`src/hw/rtl/chm_pkg.sv`:
```
package chm_pkg;

  // Sizing of the map
  localparam int MaxBuckets = 256;
  localparam int PoolNodes  = 1024;
  localparam int DataBits   = 64;

  localparam int BktW  = $clog2(MaxBuckets);
  localparam int NodeW = $clog2(PoolNodes);
  localparam int LinkW = NodeW + 1;
  localparam int CntW  = NodeW + 1;

  localparam logic [LinkW-1:0] NoNode = LinkW'(PoolNodes);

  // Bucket count register
  localparam int BcW = 9;
  localparam logic [BcW-1:0] BcReset = BcW'(251);

  // Commands
  localparam logic [1:0] CMD_FIND   = 2'd0;
  localparam logic [1:0] CMD_INSERT = 2'd1;
  localparam logic [1:0] CMD_REMOVE = 2'd2;

  // Result status codes
  localparam logic [2:0] ST_OK       = 3'd0;
  localparam logic [2:0] ST_ABSENT   = 3'd1;
  localparam logic [2:0] ST_DUP      = 3'd2;
  localparam logic [2:0] ST_FULL     = 3'd3;
  localparam logic [2:0] ST_RESERVED = 3'd4;

  typedef struct packed {
    logic [1:0]  command;
    logic [31:0] key;
    logic [63:0] entry_data;
  } in_item_t;

  typedef struct packed {
    logic [2:0]  status;
    logic [63:0] found_data;
    logic [10:0] entry_count;
  } out_item_t;

  // Classified item passed from front to back
  typedef struct packed {
    logic [1:0]          command;
    logic [31:0]         key;
    logic [DataBits-1:0] data;
    logic [BktW-1:0]     bucket;
    logic                reserved;
  } work_t;

  typedef enum logic [1:0] {
    FR_IDLE,
    FR_DIV,
    FR_PUSH
  } front_state_e;

  typedef enum logic [2:0] {
    BK_IDLE,
    BK_HEAD_RD,
    BK_HEAD,
    BK_WALK,
    BK_ALLOC,
    BK_INSERT
  } back_state_e;

endpackage

```
`src/hw/rtl/chm_fifo.sv`:
```
module chm_fifo import chm_pkg::*; (
  input  logic  clk_i,
  input  logic  rst_ni,
  input  logic  wr_valid_i,
  output logic  full_o,
  input  work_t wr_item_i,
  input  logic  rd_pop_i,
  output logic  empty_o,
  output work_t rd_item_o
);

  work_t      mem_q [2];
  logic       wptr_q, rptr_q;
  logic [1:0] cnt_q;
  logic       do_wr, do_rd;

  assign full_o    = (cnt_q == 2'd2);
  assign empty_o   = (cnt_q == 2'd0);
  assign do_wr     = wr_valid_i && !full_o;
  assign do_rd     = rd_pop_i && !empty_o;
  assign rd_item_o = mem_q[rptr_q];

  always_ff @(posedge clk_i or negedge rst_ni) begin
    if (!rst_ni) begin
      wptr_q <= 1'b0;
      rptr_q <= 1'b0;
      cnt_q  <= '0;
    end else begin
      if (do_wr) begin
        wptr_q <= !wptr_q;
      end
      if (do_rd) begin
        rptr_q <= !rptr_q;
      end
      cnt_q <= cnt_q + {1'b0, do_wr} - {1'b0, do_rd};
    end
  end

  always_ff @(posedge clk_i) begin
    if (do_wr) begin
      mem_q[wptr_q] <= wr_item_i;
    end
  end

endmodule

```
`config.mk`:
```
export PLATFORM = sky130hd
export DESIGN_NAME = chm_fifo
export DESIGN_NICKNAME = d
export VERILOG_FILES = /design/src/hw/rtl/chm_pkg.sv /design/src/hw/rtl/chm_fifo.sv
export SDC_FILE = /design/constraint.sdc
export NUM_CORES = 1
export LEC_CHECK = 0
export CAP_MARGIN = 20
export CORE_AREA = 2 2 137 139
export DETAILED_ROUTE_END_ITERATION = 16
export DIE_AREA = 0 0 139 141
export DONT_BUFFER_PORTS = 1
export GPL_TIMING_DRIVEN = 0
export HOLD_SLACK_MARGIN = 0.12
export MAX_ROUTING_LAYER = met4
export PLACE_DENSITY_LB_ADDON = 0.25
export SLEW_MARGIN = 15
export SYNTH_ARGS = -nofsm -noshare
export SYNTH_HDL_FRONTEND = slang
export SYNTH_SLANG_ARGS = --single-unit
```
`constraint.sdc`:
```
create_clock -name clk_i -period 7.11 [get_ports clk_i]
set_clock_uncertainty 0.2 [all_clocks]
set_input_delay 1.422 -clock clk_i [delete_from_list [all_inputs] [get_ports clk_i]]
set_output_delay 1.422 -clock clk_i [all_outputs]
set_load 0.01 [all_outputs]
```
# Word-level counts from Yosys, hierarchy flattened
# Memories as Yosys holds them, arrays and structs flattened.
# Index checks and enable logic that the tools add are counted.
# word_totals
regBits	4
memories	1
input_bits	111
ramBits	214
wordCells	16
# memory_table
name	depth	word_bits	read_ports	rd_ports_with_merged_regs	wr	line_no	text
mem_q	2	107	1	0	1	chm_fifo.sv:12	work_t mem_q [2];
# classes
addsub	2
muxes	2
eq_ne	1
reduce_logical	7
# op_table
operator	count
1-bit logical NOT	4
2-bit by 1-bit adder with 2-bit output	1
2-bit == test (second input constant)	1
1-bit logical AND	2
2-bit logical NOT	1
1-bit two-way mux	2
2-bit by 1-bit subtractor with 2-bit output	1

# Longest topological paths before layout
# Gate-level depths: netlist of the first run.
# depth
depth_word	5
depth_mapped	7

# Worst setup path before layout of the first run
# No wires, ideal clock.
# synth_path
kind	input to register
startpoint	input wr_valid_i
endpoint	memory mem_q[0][0] (netlist bit) (enable)
setup_time_ns	0.574
arrival_time_ns	5.968
stages	2
n_path_buf	0
t_required_ns	6.336
path_slack_ns	0.369
cell_sequence	nand2_1 > nor2_1
# synth_via
elab_chain_cells	3
# synth_rtl
item	line_no	text
start, declared	chm_fifo.sv:4	input logic wr_valid_i,
1-bit logical AND	chm_fifo.sv:19	assign do_wr = wr_valid_i && !full_o;
1-bit two-way mux	chm_fifo.sv:40	if (do_wr) begin
1-bit two-way mux (not written as such)	chm_fifo.sv:41	mem_q[wptr_q] <= wr_item_i;
end, declared	chm_fifo.sv:12	
# No other way between the ends.

==> results of run 1 <==
power groups by stage:
stage,sequential [mW],combinational (mW),clock (mW)
final,1.82,1.04,1.16
after global routing,1.84,1.12,1.25
after global placement,1.90,1.01,0
after CTS,1.82,1.07,1.20
after floorplan,1.87,0.815,0
after detailed placement,1.85,1.07,0
how the worst min path moves through the flow:
| stage | cells past startpoint | slack [ps] | startpoint | end |
|---|---|---|---|---|
| 2_1_floorplan | 1 | 260 | wptr_q | wptr_q |
| 3_3_place_gp | 1 | 280 | wptr_q | wptr_q |
| 3_5_place_dp | 1 | 290 | cnt_q[1] | cnt_q[1] |
| 4_1_cts | 1 | 300 | cnt_q[1] | cnt_q[1] |
| 5_1_grt | 1 | 370 | cnt_q[1] | cnt_q[1] |
| 6_report | 1 | 300 | cnt_q[1] | cnt_q[1] |
cell families after synthesis:
family | after synthesis
mux | 107
xor+xnor | 4
simple gates | 6
buf+inv | 14
flops | 218
fa+ha+maj | 2
Yosys cell counts (all sizes together):
cell / number
nand2: 1
nor2b: 1
and3: 1
dfrtp: 4
nor2: 2
inv: 2
mux2: 107
ha: 2
edfxtp: 214
xor2: 1
nand2b: 1
xnor2: 3
buf: 12
per-layer routing:
layer	part of all wire [%]	vias up	GRT usage (%)
met1	34	1633	13.9
met3	11	32	6.52
met4	2.8	0	5.00
met5	0	-	-
li1	-	1452	-
met2	52	145	24.0
layout by cell type, fill, tap and decap left out, types with 2 or more instances in the layout:
master	synthesis	layout
mux2_4	20	20
clkinv_2	0	2
clkinvlp_4	0	2
bufinv_16	0	3
buf_6	4	4
inv_1	2	2
clkinv_1	0	7
clkbuf_16	0	23
edfxtp_1	214	214
buf_12	0	2
xnor2_1	3	3
clkbuf_1	0	3
buf_2	8	8
buf_16	0	3
mux2_2	87	87
dfrtp_1	4	4
ha_1	2	2
state kept, by name (all words and copies together) (netlist names):
name / cells
cnt_q: 2
mem_q: 214
rptr_q: 1
wptr_q: 1
cell type report:
cell class                      instances  area, um^2
Fill cell                            1480        9100
Tap cell                              234         293
Buffer                                 12        85.1
Multi-Input combinational cell        119        1380
Inverter                                2        7.51
Timing Repair Buffer                    5         123
Clock buffer                           26         587
Clock inverter                         16         159
Sequential cell                       218        6530
worst register-to-register path: stages (launching register included):
cell	delay, ps
dfrtp_1	370
nand2b_1	160
nand2_1	150
nor2_4	530
buf_16	240
buf_12	200
stage by stage:
step | utilization [%] | hold slack (ps) | instance area [um^2] | power (mW) | std cells
2_1_floorplan | - | 261 | 7990 | 2.68 | 351
3_3_place_gp | 45.3 | 277 | 8280 | 2.91 | 585
3_5_place_dp | 46.1 | 291 | 8420 | 2.92 | 590
4_1_cts | 50.2 | 303 | 9160 | 4.09 | 632
5_1_grt | 50.2 | 366 | 9160 | 4.21 | 632
6_report | 50.2 | 305 | 9160 | 4.02 | 632
==> summary.md, run 1 <==
| Metric | Value |
|---|---|
| Fin crit period | 3360 ps |
| Initial antenna violation count | 0 |
| Sw frac | 28.1% |
| Initial Util | 43.7% |
| Final Cycle Share | 47.3% |
| Total track usage | 13.9% |
| Hold Vio Cnt, Final | 0 |
| Num CTS Buffers | 23 |
| Worst r2r src | cnt_q[0] |
| Die ar. | 0.0196 mm^2 |
| CORE AREA | 0.0183 mm^2 |
| Proportion of layout cells with a drive suffix above 1 | 39.7% |
| Top cells by area, synth | edfxtp_1, mux2_2, mux2_4 |
| CTS tree | yes |
| Xor/xnor share of the synthesized area | 0.439% |
| RSZ-0062 raised after global routing | false |
| Setup bufs post-CTS | 0 |
| Row Count | 50 |
| Complex-gate fraction of the synthesized area | 0% |
| Internal power | 2.89 mW |
| CTS sink cnt | 218 |
| Drt first pass iters | 4 |
| Synthesized-area fraction occupied by adder cells | 0.313% |
| CP Capture Type | output port |
| P per Cell Area | 439 mW/mm^2 |
| Slew margin rel. | 49.6% |
| Pin slew with the least headroom to its limit | 755 ps |
| Port buffer count | 0 |
| Critical Path RT | 5490 ps |
| Final setup fails | 0 |
| Die outline height | 141 um |
| Slew Viols, Final | 0 |
| Synth-to-Final Area Change | 14.7% |
| Die width | 139 um |
| Via count | 3262 |
| GRT Residual Overflow | 0 |
| Worst setup startpoint | rptr_q |
| Vias/cell | 5.16 |
| Syn Inst Count | 351 |
| Largest family of logic cells by synthesized area | multiplexers |
| Post_cts resized | 0 |
| Drt total wl | 13600 um |
| Slowest CP cell | mux2_2 |
| Hpwl dp | 9240 um |
| IO Pins | 220 |
| Synth area leader | edfxtp_1 |
| Max incr delay on CP | 430 ps |
| Final WS setup | 3750 ps |
| HP Class | reg2reg |
| Reg-to-reg slack, setup | 4910 ps |
| Sequential share of the synthesized area | 81.7% |
| Top-area cell type share of the netlist area | 80.4% |
| # nets final | 494 |
| Post-place setup slack | 4020 ps |
| Critical Path Stages | 3 |
| First-pass GRT wire length | 20300 um |
| Gp weighted congestion | 0.708 |
| Outcome | finished clean |
| Largest net degree at the start of global routing | 57 |
| DR WL/cell | 21.5 um |
| Unique masters post-synth | 15 |
| Worst setup SP type | flip-flop |
| Deepest clock path buffer count | 3 |
| Post-synthesis area per instance | 22.8 um^2 |
| Syn. warnings | 0 |
| # diodes | 0 |
| Synthesized flop and latch total | 218 |
| Worst R2R End | mem_q[0][68] |
| Vias in the first global route | 3618 |
| Max-cap viol count | 0 |
| Crit path kind | reg2out |
| Critical Path Sink | rd_item_o[66] |
| Reg2reg path depth | 5 |
| WP buf/inv | 2 |
| Net Count, Synth | 464 |
| Crit path arrival time | 1740 ps |
| CP Cell Sequence | buf_6, buf_2, mux2_2 |
| DRC viols | 0 |
| Sequential power share | 45.2% |
| Family with the most delay on the worst path | buffers and inverters |
| Post-DRT Antenna Nets | 0 |
| Root Buffer | clkbuf_16 |
| Hold-fix buffers, CTS | 0 |
| Clk pwr share | 28.9% |
| H-tree depth | 1 |
| Maximum vdd drop | 0.260 mV |
| LEAKAGE | 3.06 nW |
| Clk_lat worst skew | 510 ps |
| Crit path max fanout | 10 |
| DRT iter0 DRCs | 142 |
| Final setup TNS | 0 ps |
| Synthesized cell area | 0.00799 mm^2 |
| Combinational share of power | 25.9% |
| Clock Pin Slew Worst Setup and Hold Paths | 60 ps |
| Fmax | 298 MHz |
| Simple-Gate Fraction of Synth Area | 0.376% |
| P_sw | 1.13 mW |
| Post-synthesis mux area share | 16.0% |
Note: power is estimated with default switching activity, not from simulation.
==> run 2, diff against run 1 <==
Clock period 7.11 ns to 2.7 ns, I/O delays scaled along.
==> run 2 against run 1 <==
- final cell count is 17% higher
- utilization is 6.1 points higher
- sequential power grew to 2.6 times the previous value
- largest power group unchanged
- critical endpoint is now rd_item_o[46]
- cell area is 12% higher
- largest cell class unchanged
- highest routed layer unchanged
- global-route usage is 0.97 points higher
- clock power grew to 2.5 times the previous value
- non-clock buffer count is 111 higher
==> summary.md, run 2 (synthesis gave the netlist of run 1 again) <==
| Metric | Value |
|---|---|
| Outcome | finished clean |
| Largest register FFs | 214 |
| Wire length on met1 | 5750 um |
| GRT Residual Overflow | 0 |
| Crit path kind | reg2out |
| DR WL/cell | 19.3 um |
| Reg-to-reg slack, setup | 380 ps |
| Met2 Wirelength | 7060 um |
| Final non-filler cell total | 741 |
| Design area | 0.0103 mm^2 |
| Final Cycle Share | 90.3% |
| DRC viols | 0 |
| Via count | 3710 |
| Die width | 139 um |
| Maximum vdd drop | 0.597 mV |
| IO Pins | 220 |
| Port buffer count | 0 |
| Vias/cell | 5.01 |
| Row Count | 50 |
| Total track usage | 14.9% |
| Hpwl dp | 9180 um |
| CTS tree | yes |
| Fmax | 410 MHz |
| Final Power | 10.7 mW |
| Drt total wl | 14300 um |
| Commonest non-fill, non-tap cells in the layout | edfxtp_1, dlygate4sd3_1, mux2_2 |
| DRT iter0 DRCs | 94 |
| Dpl cells | 591 |
| Max-cap viol count | 0 |
| Largest net degree at the start of global routing | 56 |
| Gp weighted congestion | 0.711 |
| # nets final | 604 |
| Worst setup SP type | flip-flop |
| CP Capture Type | output port |
| CTS sink cnt | 218 |
| Met3 wire len | 1240 um |
| Clk_lat worst skew | 490 ps |
| Crit path arrival time | 1700 ps |
| Fin util | 56.3% |
| P per Cell Area | 1040 mW/mm^2 |
| Post_cts resized | 0 |
| Post-DRT Antenna Nets | 0 |
| Reg2reg path depth | 6 |
| Deepest clock path buffer count | 3 |
| Biggest regs | mem_q: 214 flops, cnt_q: 2 flops |
| Die ar. | 0.0196 mm^2 |
| Fin crit period | 2440 ps |
| Num CTS Buffers | 22 |
| CORE AREA | 0.0183 mm^2 |
| Clock Pin Slew Worst Setup and Hold Paths | 60 ps |
| Max Used Layer | met4 |
| Die outline height | 141 um |
| Biggest register | mem_q |
| Root Buffer | clkbuf_16 |
| Proportion of layout cells with a drive suffix above 1 | 31.6% |
| LEAKAGE | 3.52 nW |
| Synth-to-Final Area Change | 28.6% |
| Initial antenna violation count | 0 |
| Slew Viols, Final | 0 |
| Critical Path RT | 1960 ps |
| Worst R2R End | mem_q[0][1] |
| Vias in the first global route | 4069 |
| Final setup TNS | 0 ps |
| Pin slew with the least headroom to its limit | 784 ps |
| # diodes | 0 |
| Initial Util | 43.7% |
| Placed inst area | 0.00847 mm^2 |
| Critical Path Sink | rd_item_o[46] |
| Slew margin rel. | 47.7% |
| Crit path max fanout | 10 |
| Worst setup startpoint | rptr_q |
| RSZ-0062 raised after global routing | false |
| Commonest non-fill, non-tap cell in the layout | edfxtp_1 |
| Drt first pass iters | 4 |
| H-tree depth | 1 |
| Hold Vio Cnt, Final | 0 |
| Layout fillers | 1396 |
| Worst r2r src | cnt_q[0] |
| First-pass GRT wire length | 22200 um |
| Final setup fails | 0 |
| HP Class | in2reg |
-- run 2: cell count changes in the layout (fill, tap and decap cells not counted), moves of 2 or more --
cell | previous run | this run
buf_12 | 2 | 0
buf_16 | 3 | 6
clkinv_2 | 2 | 4
dlygate4sd3_1 | 0 | 110
clkinv_1 | 7 | 4
-- run 2: cell type report --
type                       count  area (um^2)  share of cell area [%]
multi-input combinational    119         1390                    13.5
clock buffer                  27          591                    5.75
inverter                       2         7.51                  0.0731
sequential                   218         6530                    63.5
clock inverter                13          118                    1.14
timing repair buffer         116         1270                    12.3
buffer                        12         85.1                   0.828
tap                          234          293                    2.85
-- run 2: worst min path at each step --
| stage | to | from | slack (ps) | cells after the start |
|---|---|---|---|---|
| finish | rptr_q | rd_pop_i | 150 | 2 |
| global route | rptr_q | rd_pop_i | 160 | 2 |
| CTS | rptr_q | rd_pop_i | 120 | 2 |
| detailed placement | cnt_q[0] | rst_ni | 40 | 0 |
| global placement | cnt_q[0] | rst_ni | 40 | 0 |
| floorplan | cnt_q[0] | rst_ni | 40 | 0 |
-- run 2: report_power, final --
part | internal [mW] | switching [mW] | leakage, nW | total [mW]
Sequential | 4.62 | 0.167 | 2.03 | 4.79
Clock | 1.75 | 1.17 | 0.339 | 2.92
Combinational | 1.30 | 1.68 | 1.15 | 2.98
-- run 2: worst max-delay path, stage by stage (launching register included) --
cell	delay, ps
dfrtp_1	330
buf_6	150
buf_2	280
mux2_2	440
-- run 2: through the flow --
| step | hold WS, ps | setup slack, ps |
|---|---|---|
| floorplan | 44.4 | -118 |
| global placement | 44.7 | -952 |
| detailed placement | 44.7 | 330 |
| CTS | 123 | 198 |
| global route | 158 | 152 |
| finish | 149 | 262 |
-- run 2: layer usage --
layer,up-vias,global-route usage [%]
met5,-,-
met4,0,4.57
met3,25,4.89
met2,170,24.2
met1,1838,17.9
li1,1677,-
-- run 2: what timing repair did --
item | in CTS | in global routing
hold endpoints to repair | 219 | 0
hold buffers | 110 | 0
buffers inserted | 0 | 0
