--- config.mk ---
export PLATFORM = sky130hd
export DESIGN_NAME = chm_front
export DESIGN_NICKNAME = d
export VERILOG_FILES = /design/src/hw/rtl/chm_pkg.sv /design/src/hw/rtl/chm_front.sv
export SDC_FILE = /design/constraint.sdc
export NUM_CORES = 1
export LEC_CHECK = 0
export BUFFER_PORTS_ARGS = -buffer_cell sky130_fd_sc_hd__buf_2
export CAP_MARGIN = 20
export CELL_PAD_IN_SITES_DETAIL_PLACEMENT = 0
export CELL_PAD_IN_SITES_GLOBAL_PLACEMENT = 1
export CORE_MARGIN = 10
export CORE_UTILIZATION = 30
export DETAILED_ROUTE_END_ITERATION = 10
export GPL_ROUTABILITY_DRIVEN = 0
export GPL_TIMING_DRIVEN = 1
export HOLD_SLACK_MARGIN = 0.15
export PLACE_DENSITY = 0.75
export SLEW_MARGIN = 20
export SYNTH_ARGS = -nofsm -noshare
export SYNTH_HDL_FRONTEND = slang
export SYNTH_SLANG_ARGS = --single-unit
--- constraint.sdc ---
create_clock -name clk_i -period 8.4 [get_ports clk_i]
set_input_delay 1.26 -clock clk_i [delete_from_list [all_inputs] [get_ports clk_i]]
set_output_delay 1.26 -clock clk_i [all_outputs]
set_load 0.01 [all_outputs]
--- src/hw/rtl/chm_pkg.sv ---
package chm_pkg;

  // Sizing of the map
  localparam int MaxBuckets = 256;
  localparam int PoolNodes  = 1024;
  localparam int DataBits   = 64;

  localparam int BktW  = $clog2(MaxBuckets);
  localparam int NodeW = $clog2(PoolNodes);
  localparam int LinkW = NodeW + 1;
  localparam int CntW  = NodeW + 1;

  localparam logic [LinkW-1:0] NoNode = LinkW'(PoolNodes);

  // Bucket count register
  localparam int BcW = 9;
  localparam logic [BcW-1:0] BcReset = BcW'(251);

  // Commands
  localparam logic [1:0] CMD_FIND   = 2'd0;
  localparam logic [1:0] CMD_INSERT = 2'd1;
  localparam logic [1:0] CMD_REMOVE = 2'd2;

  // Result status codes
  localparam logic [2:0] ST_OK       = 3'd0;
  localparam logic [2:0] ST_ABSENT   = 3'd1;
  localparam logic [2:0] ST_DUP      = 3'd2;
  localparam logic [2:0] ST_FULL     = 3'd3;
  localparam logic [2:0] ST_RESERVED = 3'd4;

  typedef struct packed {
    logic [1:0]  command;
    logic [31:0] key;
    logic [63:0] entry_data;
  } in_item_t;

  typedef struct packed {
    logic [2:0]  status;
    logic [63:0] found_data;
    logic [10:0] entry_count;
  } out_item_t;

  // Classified item passed from front to back
  typedef struct packed {
    logic [1:0]          command;
    logic [31:0]         key;
    logic [DataBits-1:0] data;
    logic [BktW-1:0]     bucket;
    logic                reserved;
  } work_t;

  typedef enum logic [1:0] {
    FR_IDLE,
    FR_DIV,
    FR_PUSH
  } front_state_e;

  typedef enum logic [2:0] {
    BK_IDLE,
    BK_HEAD_RD,
    BK_HEAD,
    BK_WALK,
    BK_ALLOC,
    BK_INSERT
  } back_state_e;

endpackage

--- src/hw/rtl/chm_front.sv ---
module chm_front import chm_pkg::*; (
  input  logic           clk_i,
  input  logic           rst_ni,
  input  logic [BcW-1:0] bucket_count_i,
  input  logic           push_i,
  output logic           full_o,
  input  in_item_t       item_i,
  output logic           wr_valid_o,
  input  logic           wr_full_i,
  output work_t          wr_item_o
);

  front_state_e state_q, state_d;
  in_item_t     item_q;
  logic [31:0]  ks_q, ks_d;
  logic [BcW-1:0] rem_q, rem_d;
  logic [3:0]   cnt_q;
  logic [BcW-1:0] div_b;
  logic [BcW:0] r1, r2;
  logic         accept;

  // Clamp the modulus to 1..MaxBuckets
  always_comb begin
    if (bucket_count_i == '0) begin
      div_b = BcW'(1);
    end else if (bucket_count_i > BcW'(MaxBuckets)) begin
      div_b = BcW'(MaxBuckets);
    end else begin
      div_b = bucket_count_i;
    end
  end

  // Two restoring division steps per cycle
  always_comb begin
    r1 = {rem_q, ks_q[31]};
    if (r1 >= {1'b0, div_b}) begin
      r1 = r1 - {1'b0, div_b};
    end
    r2 = {r1[BcW-1:0], ks_q[30]};
    if (r2 >= {1'b0, div_b}) begin
      r2 = r2 - {1'b0, div_b};
    end
    rem_d = r2[BcW-1:0];
    ks_d  = {ks_q[29:0], 2'b00};
  end

  assign accept = push_i && (state_q == FR_IDLE);
  assign full_o = (state_q != FR_IDLE);

  always_comb begin
    state_d = state_q;
    wr_valid_o = 1'b0;
    case (state_q)
      FR_IDLE: begin
        if (push_i) begin
          state_d = FR_DIV;
        end
      end
      FR_DIV: begin
        if (cnt_q == 4'd15) begin
          state_d = FR_PUSH;
        end
      end
      FR_PUSH: begin
        wr_valid_o = 1'b1;
        if (!wr_full_i) begin
          state_d = FR_IDLE;
        end
      end
      default: state_d = FR_IDLE;
    endcase
  end

  always_ff @(posedge clk_i or negedge rst_ni) begin
    if (!rst_ni) begin
      state_q <= FR_IDLE;
      cnt_q   <= '0;
    end else begin
      state_q <= state_d;
      if (accept) begin
        cnt_q <= '0;
      end else if (state_q == FR_DIV) begin
        cnt_q <= cnt_q + 4'd1;
      end
    end
  end

  // Hold the item and run the remainder
  always_ff @(posedge clk_i) begin
    if (accept) begin
      item_q <= item_i;
      ks_q   <= item_i.key;
      rem_q  <= '0;
    end else if (state_q == FR_DIV) begin
      ks_q  <= ks_d;
      rem_q <= rem_d;
    end
  end

  always_comb begin
    wr_item_o.command  = item_q.command;
    wr_item_o.key      = item_q.key;
    wr_item_o.data     = item_q.entry_data[DataBits-1:0];
    wr_item_o.bucket   = rem_q[BktW-1:0];
    wr_item_o.reserved = (item_q.key == 32'd0);
  end

endmodule

After elaboration in Yosys (flattened, before gate mapping)
Cells that the tools add are included.

Flip-flop bits (word level): 145. Bits in latches: 0. Bits in writable memories: 0. Bits in read-only memories: 0. Input bits: 111. Output and inout bits: 109. Logic and storage cells: 39. Memories kept: 0.

$add $sub $neg: 3. Multiply operators: 0. Divide/modulo/power cells: 0. $lt $le $gt $ge: 3. Equality and inequality tests: 6. Shift operators: 0. Muxes and demuxes: 13. Bitwise gates (word level): 0. Reductions and logical operators: 7.

Operator list (number): $mux W32 (2); $mux W9 (4); $logic_not A32 Y1 (1); $ge A10 B9 Y1 (2); $sub A9 B9 Y9 (2); $gt A9 B9 Y1 const B (1); $logic_not A9 Y1 (1); $mux W4 (2); $mux W2 (3); $ne A2 B2 Y1 const B (3); $pmux W2 S3 (1); $add A4 B1 Y4 const B (1); $eq A4 B4 Y1 const B (1); $reduce_bool A2 Y1 (2); $reduce_and A3 Y1 (1); $eq A2 B1 Y1 const B (1); $eq A2 B2 Y1 const B (1); $logic_not A2 Y1 (1); $logic_and A1 B1 Y1 (1); $mux W1 (1).

Depth between registers and ports, before layout
Gate-level depths: netlist of run 1.

Depth after elaboration: 7. Depth in mapped cells: 19. Mapped depth without buffers: 18.

Least setup slack after synthesis of run 1
Ideal clock, no wire load.

Path type: input -> register. From: in bucket_count_i[5]. To: reg rem_q[8]. Data arrival time: 5429 ps. Required time: 8286 ps. Path slack: 2857 ps. Stages on the path: 18. Path buffers: 1. Path through: nor4_1 -> a21oi_1 -> nor2_1 -> ha_1 -> inv_1 -> fa_1 -> a211oi_4 -> o21ai_2 -> a2111oi_4 -> mux2_2 -> ha_1 -> a211oi_1 -> o21ai_0 -> a311oi_1 -> o21ai_0 -> buf_6 -> a32o_1 -> a21o_1.

Word-level cells in the longest chain between the ends: 7.

Ends and longest elaborated chain: start, declared (RTL line chm_front.sv:4) `input logic [BcW-1:0] bucket_count_i,`; $gt A9 B9 Y1 (RTL line chm_front.sv:26) `end else if (bucket_count_i > BcW'(MaxBuckets)) begin`; $mux W9 (RTL line chm_front.sv:26); $mux W9 (*) (RTL line chm_front.sv:24) `if (bucket_count_i == '0) begin`; $sub A9 B9 Y9 or $ge A10 B9 Y1 (tied branches) (RTL line chm_front.sv:37, chm_front.sv:36); $mux W9 (RTL line chm_front.sv:36) `if (r1 >= {1'b0, div_b}) begin`; $sub A9 B9 Y9 or $ge A10 B9 Y1 (tied branches) (RTL line chm_front.sv:41, chm_front.sv:40); $mux W9 (*) (RTL line chm_front.sv:40) `if (r2 >= {1'b0, div_b}) begin`; end signal, assigned (RTL line chm_front.sv:96) `rem_q <= rem_d;`; end, declared (RTL line chm_front.sv:16) `logic [BcW-1:0] rem_q, rem_d;`.

Every way passes the cells marked *; elsewhere a longest branch is shown, timed or not. A chain may end at the register's enable or synchronous reset.

Worst setup path in the final report of run 1
Ends and elaborated chain as after synthesis.

==> results of run 1 <==
==> kinds of logic after synthesis <==
kind of cell | after synthesis | share of synthesized area [%]
buffers and inverters | 30 | 2.47
XOR/XNOR | 8 | 1.15
AND/OR/NAND/NOR | 177 | 12.8
adder cells (fa/ha/maj) | 21 | 4.56
multiplexers | 15 | 2.57
flip-flops | 145 | 69.5
AO/OA/AOI/OAI | 58 | 6.90
==> critical path, delay by kind of cell <==
family / cells / cell delay (ns)
AO/OA/AOI/OAI: 10 / 2.74
adder cells (fa/ha/maj): 3 / 1.03
AND/OR/NAND/NOR: 2 / 0.50
buffers and inverters: 3 / 0.44
multiplexers: 1 / 0.42
==> power groups by stage <==
stage                     sequential (uW)  clock [uW]  combinational (uW)
after global placement               1100           0                1280
after global routing                 1110         806                1440
after CTS                            1090         776                1290
after detailed placement             1110           0                1290
after floorplan                      1120           0                 967
final                                1090         758                1280
==> sequential cells by signal, indices dropped and copies added, names as in the netlist <==
register / flops
cnt_q: 4
state_q: 2
wr_item_o: 98
rem_q: 9
ks_q: 32
==> per-layer routing <==
layer,track usage (%),vias up
li1,-,2114
met2,20.5,133
met1,13.9,2072
met4,4.18,0
met5,0,-
met3,3.82,17
==> cells in the final DEF (no fill, tap or decap), types with 4 or more instances in the layout <==
cell       count
inv_1         10
nor2b_1        6
nor2_1        14
nor3_1         6
clkinv_8       4
xnor2_1        6
mux2_2         5
nor4_1        10
clkbuf_16     17
o21ai_1        4
nand3_1        8
o21a_1         4
o21ai_0       16
mux2i_1       10
nand2_1      113
buf_4          5
buf_2        219
a21oi_1        5
edfxtp_1     130
nand4_1        5
dfrtp_1        6
dfxtp_1        9
inv_8          5
ha_1          19
==> metrics by stage <==
step	util [%]	instance area [sq um]
after global routing	40.1	8070
after global placement	37.1	7460
final	40.1	8070
after floorplan	-	6090
after detailed placement	37.1	7460
after CTS	40.1	8070
==> worst max-delay path by stage <==
stage | from | to | slack (ns) | cells past startpoint
6_report | bucket_count_i[5] | rem_q[8] | 2.31 | 19
5_1_grt | bucket_count_i[5] | rem_q[8] | 1.96 | 19
4_1_cts | bucket_count_i[5] | rem_q[8] | 2.34 | 19
3_5_place_dp | bucket_count_i[5] | rem_q[8] | 1.90 | 19
3_3_place_gp | bucket_count_i[5] | rem_q[8] | 2.09 | 19
2_1_floorplan | bucket_count_i[5] | rem_q[8] | 2.86 | 18
==> final cells by class <==
| class | instances | share of cell area, % |
|---|---|---|
| sequential | 145 | 52.5 |
| multi-input combinational | 279 | 21.2 |
| timing repair buffer | 224 | 14.1 |
| clock buffer | 17 | 5.27 |
| tap | 270 | 4.19 |
| clock inverter | 15 | 2.23 |
| inverter | 12 | 0.590 |
==> flow_metrics.env, run 1 <==
export IMPL_r2r_start="ks_q[31]"
export IMPL_power_switching_fraction_pct=36.9
export IMPL_die_y_microns=162
export IMPL_crit_fanout=9
export IMPL_synth_most_common_cell="edfxtp_1"
export IMPL_clkTransAtPathRegs_ns=0.07
export IMPL_first_pass_iters=5
export IMPL_fin_nets=811
export IMPL_synth_async_reset_ratio_pct=4.14
export IMPL_hold_end="cnt_q[3]"
export IMPL_final_max_slew_viol_count=0
export IMPL_critPathSlowestCell="a2111oi_4"
export IMPL_io_buffers=219
export IMPL_min_from="cnt_q[3]"
export IMPL_vias=4336
export IMPL_synth_area_sq_um=6090
export IMPL_die_w_microns=162
export IMPL_regArea_sq_um=4230
export IMPL_slew_headroom_pct=29.3
export IMPL_viasPerCell=4.51
export IMPL_final_cells=962
export IMPL_reg2reg_to="rem_q[8]"
export IMPL_timing_critical_path_cells="buf_2, nor4_1, a21oi_1, nor2_1, ha_1, inv_1, fa_1, a211oi_4, o21ai_2, a2111oi_4, mux2_2, ha_1, a211oi_1, o21ai_0, a311oi_1, o21ai_0, buf_4, a32o_1, a21o_1"
export IMPL_synth_area_top_cells="edfxtp_1 (64%), nand2_1 (7.0%), ha_1 (3.9%)"
export IMPL_p_clk_share_pct=24.2
export IMPL_p_seq_share_pct=34.7
export IMPL_syn_avg_cell_area_sq_um=13.4
export IMPL_hold_viol=0
export IMPL_ys_seq_area_share_pct=69.5
export IMPL_cts_max_level=4
export IMPL_insertion_delay_ns=0.43
export IMPL_antenna_found_initial=0
export IMPL_grt_max_degree=91
export IMPL_numCtsBuffers=17
export IMPL_min_period_ns=6.09
export IMPL_power_leakage_uw=0.00341
export IMPL_drive_above_1_share_pct=38.9
export IMPL_drv_cap=0
export IMPL_grt_pass1_vias=4244
export IMPL_multi_input_area_sq_um=1710
export IMPL_wl_met1_microns=6880
export IMPL_switching_power_uw=1150
export IMPL_peakVddDrop_uv=148
export IMPL_end_kind="flip-flop"
export IMPL_synth_ff_type="edfxtp_1"
export IMPL_yosysTopAreaCell="edfxtp_1"
export IMPL_cp_start_kind="input port"
export IMPL_cts_tree="done"
export IMPL_ys_warn_count=0
export IMPL_drt_iter0_markers=284
export IMPL_netlist_instances=454
export IMPL_synth_commonest_cells="edfxtp_1 (130), nand2_1 (113), ha_1 (19), o21ai_0 (16), nor2_1 (14)"
export IMPL_fillers=1920
export IMPL_synth_nets=586
export IMPL_top_layer_used="met4"
export IMPL_synth_enable_flop_cells=130
export IMPL_hold_depth=1
export IMPL_timing_fmax_mhz=164
export IMPL_start_util_pct=30.3
export IMPL_dp_slack_ns=1.90
export IMPL_powerDensity_nw_per_um2=388
export IMPL_cts_hold_buf=0
export IMPL_worstSetupPathType="in2reg"
export IMPL_coreArea_sq_um=20100
export IMPL_critPathRequiredTime_ns=8.72
export IMPL_grt_pass1_wl_microns=24600
export IMPL_drc=0
export IMPL_clock_root_buffer="clkbuf_16"
export IMPL_p_int_uw=1980
export IMPL_outcome="complete, no violations"
export IMPL_finalClockSkew_ns=0.00901
export IMPL_clock_sinks=145
export IMPL_diodes=0
export IMPL_yosysUniqueCellTypes=54
export IMPL_rsz0062_at_grt="false"
export IMPL_period_share_pct=72.6
export IMPL_area_growth_pct=32.4
export IMPL_wl_met2_microns=8520
export IMPL_dp_final_hpwl_microns=13100
export IMPL_postCtsSetupBuffers=0
export IMPL_ys_ff_latch=145
export IMPL_critical_path_max_stage_delay_ns=0.67
export IMPL_hp_class="reg2reg"
export IMPL_power_frac_comb_pct=41.0
export IMPL_placement_rows=52
export IMPL_whs_ns=0.494
export IMPL_clk_path_buf_depth=2
export IMPL_synth_top_area_share_pct=64.1
export IMPL_antenna_left=0
export IMPL_globalRoute_totalOverflow=0
export IMPL_dieArea_sq_um=26400
export IMPL_power_total_uw=3130
export IMPL_io_pins=220
export IMPL_setup_viol=0
export IMPL_timing_final_ws_setup_ns=2.31
export IMPL_place_inst=930
export IMPL_wire_per_inst_microns=17.4
export IMPL_met3_length_microns=1130
export IMPL_setup_tns_ns=0
export IMPL_r2r_slack_ns=3.43
export IMPL_wl_microns=16800
export IMPL_critPathArrivalTime_ns=6.41
export IMPL_reg2reg_depth=16
export IMPL_post_cts_resize_count=0
export IMPL_worst_pin_slew_ns=1.06
export IMPL_track_usage_pct=12.0
Power figures use the tool's default switching activity.
==> inputs of run 2 (changes only) <==
--- a/config.mk
+++ b/config.mk
@@ -15,7 +15,7 @@
 export GPL_ROUTABILITY_DRIVEN = 0
 export GPL_TIMING_DRIVEN = 1
 export HOLD_SLACK_MARGIN = 0.15
-export PLACE_DENSITY = 0.75
+export PLACE_DENSITY = 0.78
 export SLEW_MARGIN = 20
 export SYNTH_ARGS = -nofsm -noshare
 export SYNTH_HDL_FRONTEND = slang
==> constraint.sdc (replaced) <==
create_clock -name clk_i -period 5.01 [get_ports clk_i]
set_input_delay 0.7515 -clock clk_i [delete_from_list [all_inputs] [get_ports clk_i]]
set_output_delay 0.7515 -clock clk_i [all_outputs]
set_load 0.01 [all_outputs]
==> run 2 against run 1 <==
Effect of this change: first-iteration DRC count shrank 21%; critical endpoint is now rem_q[0]; utilization increased by 0.73 points; design area increased by 1.8%; highest routed layer unchanged; largest power group unchanged; wire length up 0.51%; worst setup slack worse by 1.9 ns; worst hold slack got worse by 0.0032 ns; sequential share of layout area shrank 0.94 points.
==> flow_metrics.env, run 2 (same netlist as run 1, synthesis figures left out) <==
export IMPL_outcome="complete, no violations"
export IMPL_drive_above_1_share_pct=40.5
export IMPL_insertion_delay_ns=0.42
export IMPL_numCtsBuffers=17
export IMPL_grt_max_degree=62
export IMPL_drv_cap=0
export IMPL_grt_pass1_vias=4401
export IMPL_coreArea_sq_um=20100
export IMPL_power_total_uw=5440
export IMPL_die_w_microns=162
export IMPL_powerDensity_nw_per_um2=662
export IMPL_wire_per_inst_microns=17.2
export IMPL_critPathRequiredTime_ns=5.32
export IMPL_clk_path_buf_depth=2
export IMPL_worstSetupPathType="in2reg"
export IMPL_dp_slack_ns=-0.153
export IMPL_antenna_found_initial=0
export IMPL_setup_tns_ns=0
export IMPL_fillers=1875
export IMPL_area_growth_pct=34.8
export IMPL_drc=0
export IMPL_cts_tree="done"
export IMPL_clock_root_buffer="clkbuf_16"
export IMPL_finalClockSkew_ns=0.0107
export IMPL_dieArea_sq_um=26400
export IMPL_setup_viol=0
export IMPL_end_kind="flip-flop"
export IMPL_slew_headroom_pct=51.4
export IMPL_final_cell_mix="buf_2 (219), edfxtp_1 (130), nand2_1 (113)"
export IMPL_min_period_ns=4.64
export IMPL_fin_area_sq_um=8210
export IMPL_fin_nets=828
export IMPL_period_share_pct=92.6
export IMPL_multi_input_area_sq_um=1720
export IMPL_reg2reg_depth=17
export IMPL_timing_critical_path_cells="buf_2, nor4_1, a21oi_1, nor2_1, ha_1, inv_1, fa_1, a211oi_4, o21ai_2, a2111oi_4, buf_4, mux2_2, ha_1, o21ai_0, o21ai_0, a311oi_1, o21ai_1, buf_4, mux2i_1, a22o_1"
export IMPL_grt_pass1_wl_microns=25200
export IMPL_hold_viol=0
export IMPL_antenna_left=0
export IMPL_viasPerCell=4.47
export IMPL_rsz0062_at_grt="false"
export IMPL_first_pass_iters=4
export IMPL_timing_final_ws_setup_ns=0.369
export IMPL_io_buffers=219
export IMPL_layout_commonest_cell="buf_2"
export IMPL_clock_sinks=145
export IMPL_peakVddDrop_uv=220
export IMPL_diodes=0
export IMPL_hp_class="reg2reg"
export IMPL_placement_rows=52
export IMPL_worst_pin_slew_ns=0.728
export IMPL_start_util_pct=30.3
export IMPL_critPathSlowestCell="fa_1"
export IMPL_timing_fmax_mhz=215
export IMPL_track_usage_pct=12.2
export IMPL_crit_fanout=5
export IMPL_largest_reg_flops=98
export IMPL_dp_final_hpwl_microns=13200
export IMPL_wl_microns=16800
export IMPL_vias=4372
export IMPL_power_leakage_uw=0.00350
export IMPL_die_y_microns=162
export IMPL_cp_start_kind="input port"
export IMPL_cts_max_level=4
export IMPL_hold_depth=1
export IMPL_clkTransAtPathRegs_ns=0.07
export IMPL_critical_path_max_stage_delay_ns=0.42
export IMPL_placed_area_sq_um=7580
export IMPL_globalRoute_totalOverflow=0
export IMPL_final_max_slew_viol_count=0
export IMPL_critPathArrivalTime_ns=4.95
export IMPL_finish_utilization_pct=40.9
export IMPL_r2r_slack_ns=0.85
export IMPL_io_pins=220
export IMPL_drt_iter0_markers=225
export IMPL_regArea_sq_um=4230
==> run 2: layer usage <==
layer | track usage [%] | wire length, microns
met1 | 13.7 | 6540
met2 | 21.5 | 8930
met3 | 4.07 | 1190
met4 | 3.56 | 180
met5 | 0 | 0
==> run 2: what timing repair did <==
| action | CTS | global route |
|---|---|---|
| setup endpoints to repair | 0 | 5 |
| endpoints found under the hold margin | 6 | 0 |
| hold buffers | 1 | 0 |
| resized for setup | 0 | 2 |
| buffers inserted | 0 | 0 |
==> run 2: final timing paths <==
check	start	to
min reg2reg	cnt_q[3]	cnt_q[3]
max	bucket_count_i[5]	rem_q[0]
max in group asynchronous	rst_ni	cnt_q[3]
max reg2reg	ks_q[31]	rem_q[0]
min	cnt_q[3]	cnt_q[3]
min in group asynchronous	rst_ni	state_q[1]
==> run 2: per-stage QoR <==
step                      instances  hold WS [ns]
final                           979         0.491
after global routing            979         0.471
after CTS                       979         0.484
after detailed placement        946         0.488
after global placement          946         0.483
after floorplan                 454         0.456
==> run 2: report_power, final <==
group	internal (uW)	switching (uW)	leakage [uW]
Clock	759	546	0.000296
Sequential	1700	125	0.00139
Combinational	1060	1250	0.00181
Total	3520	1920	0.00350
==> run 2: critical path, delay by kind of cell <==
family                     cells  cell delay, ns
and+or+nand+nor                2            0.43
AOI/OAI and AO/OA              9            1.84
adders and majority gates      3            0.90
buffers and inverters          4            0.57
muxes                          2            0.47
==> run 2: layout make-up <==
cell class | count | share of cell area [%]
clock buffer | 17 | 5.18
sequential | 145 | 51.6
multi-input combinational | 279 | 20.9
clock inverter | 15 | 2.30
inverter | 12 | 0.579
timing repair buffer | 241 | 15.4
tap | 270 | 4.11
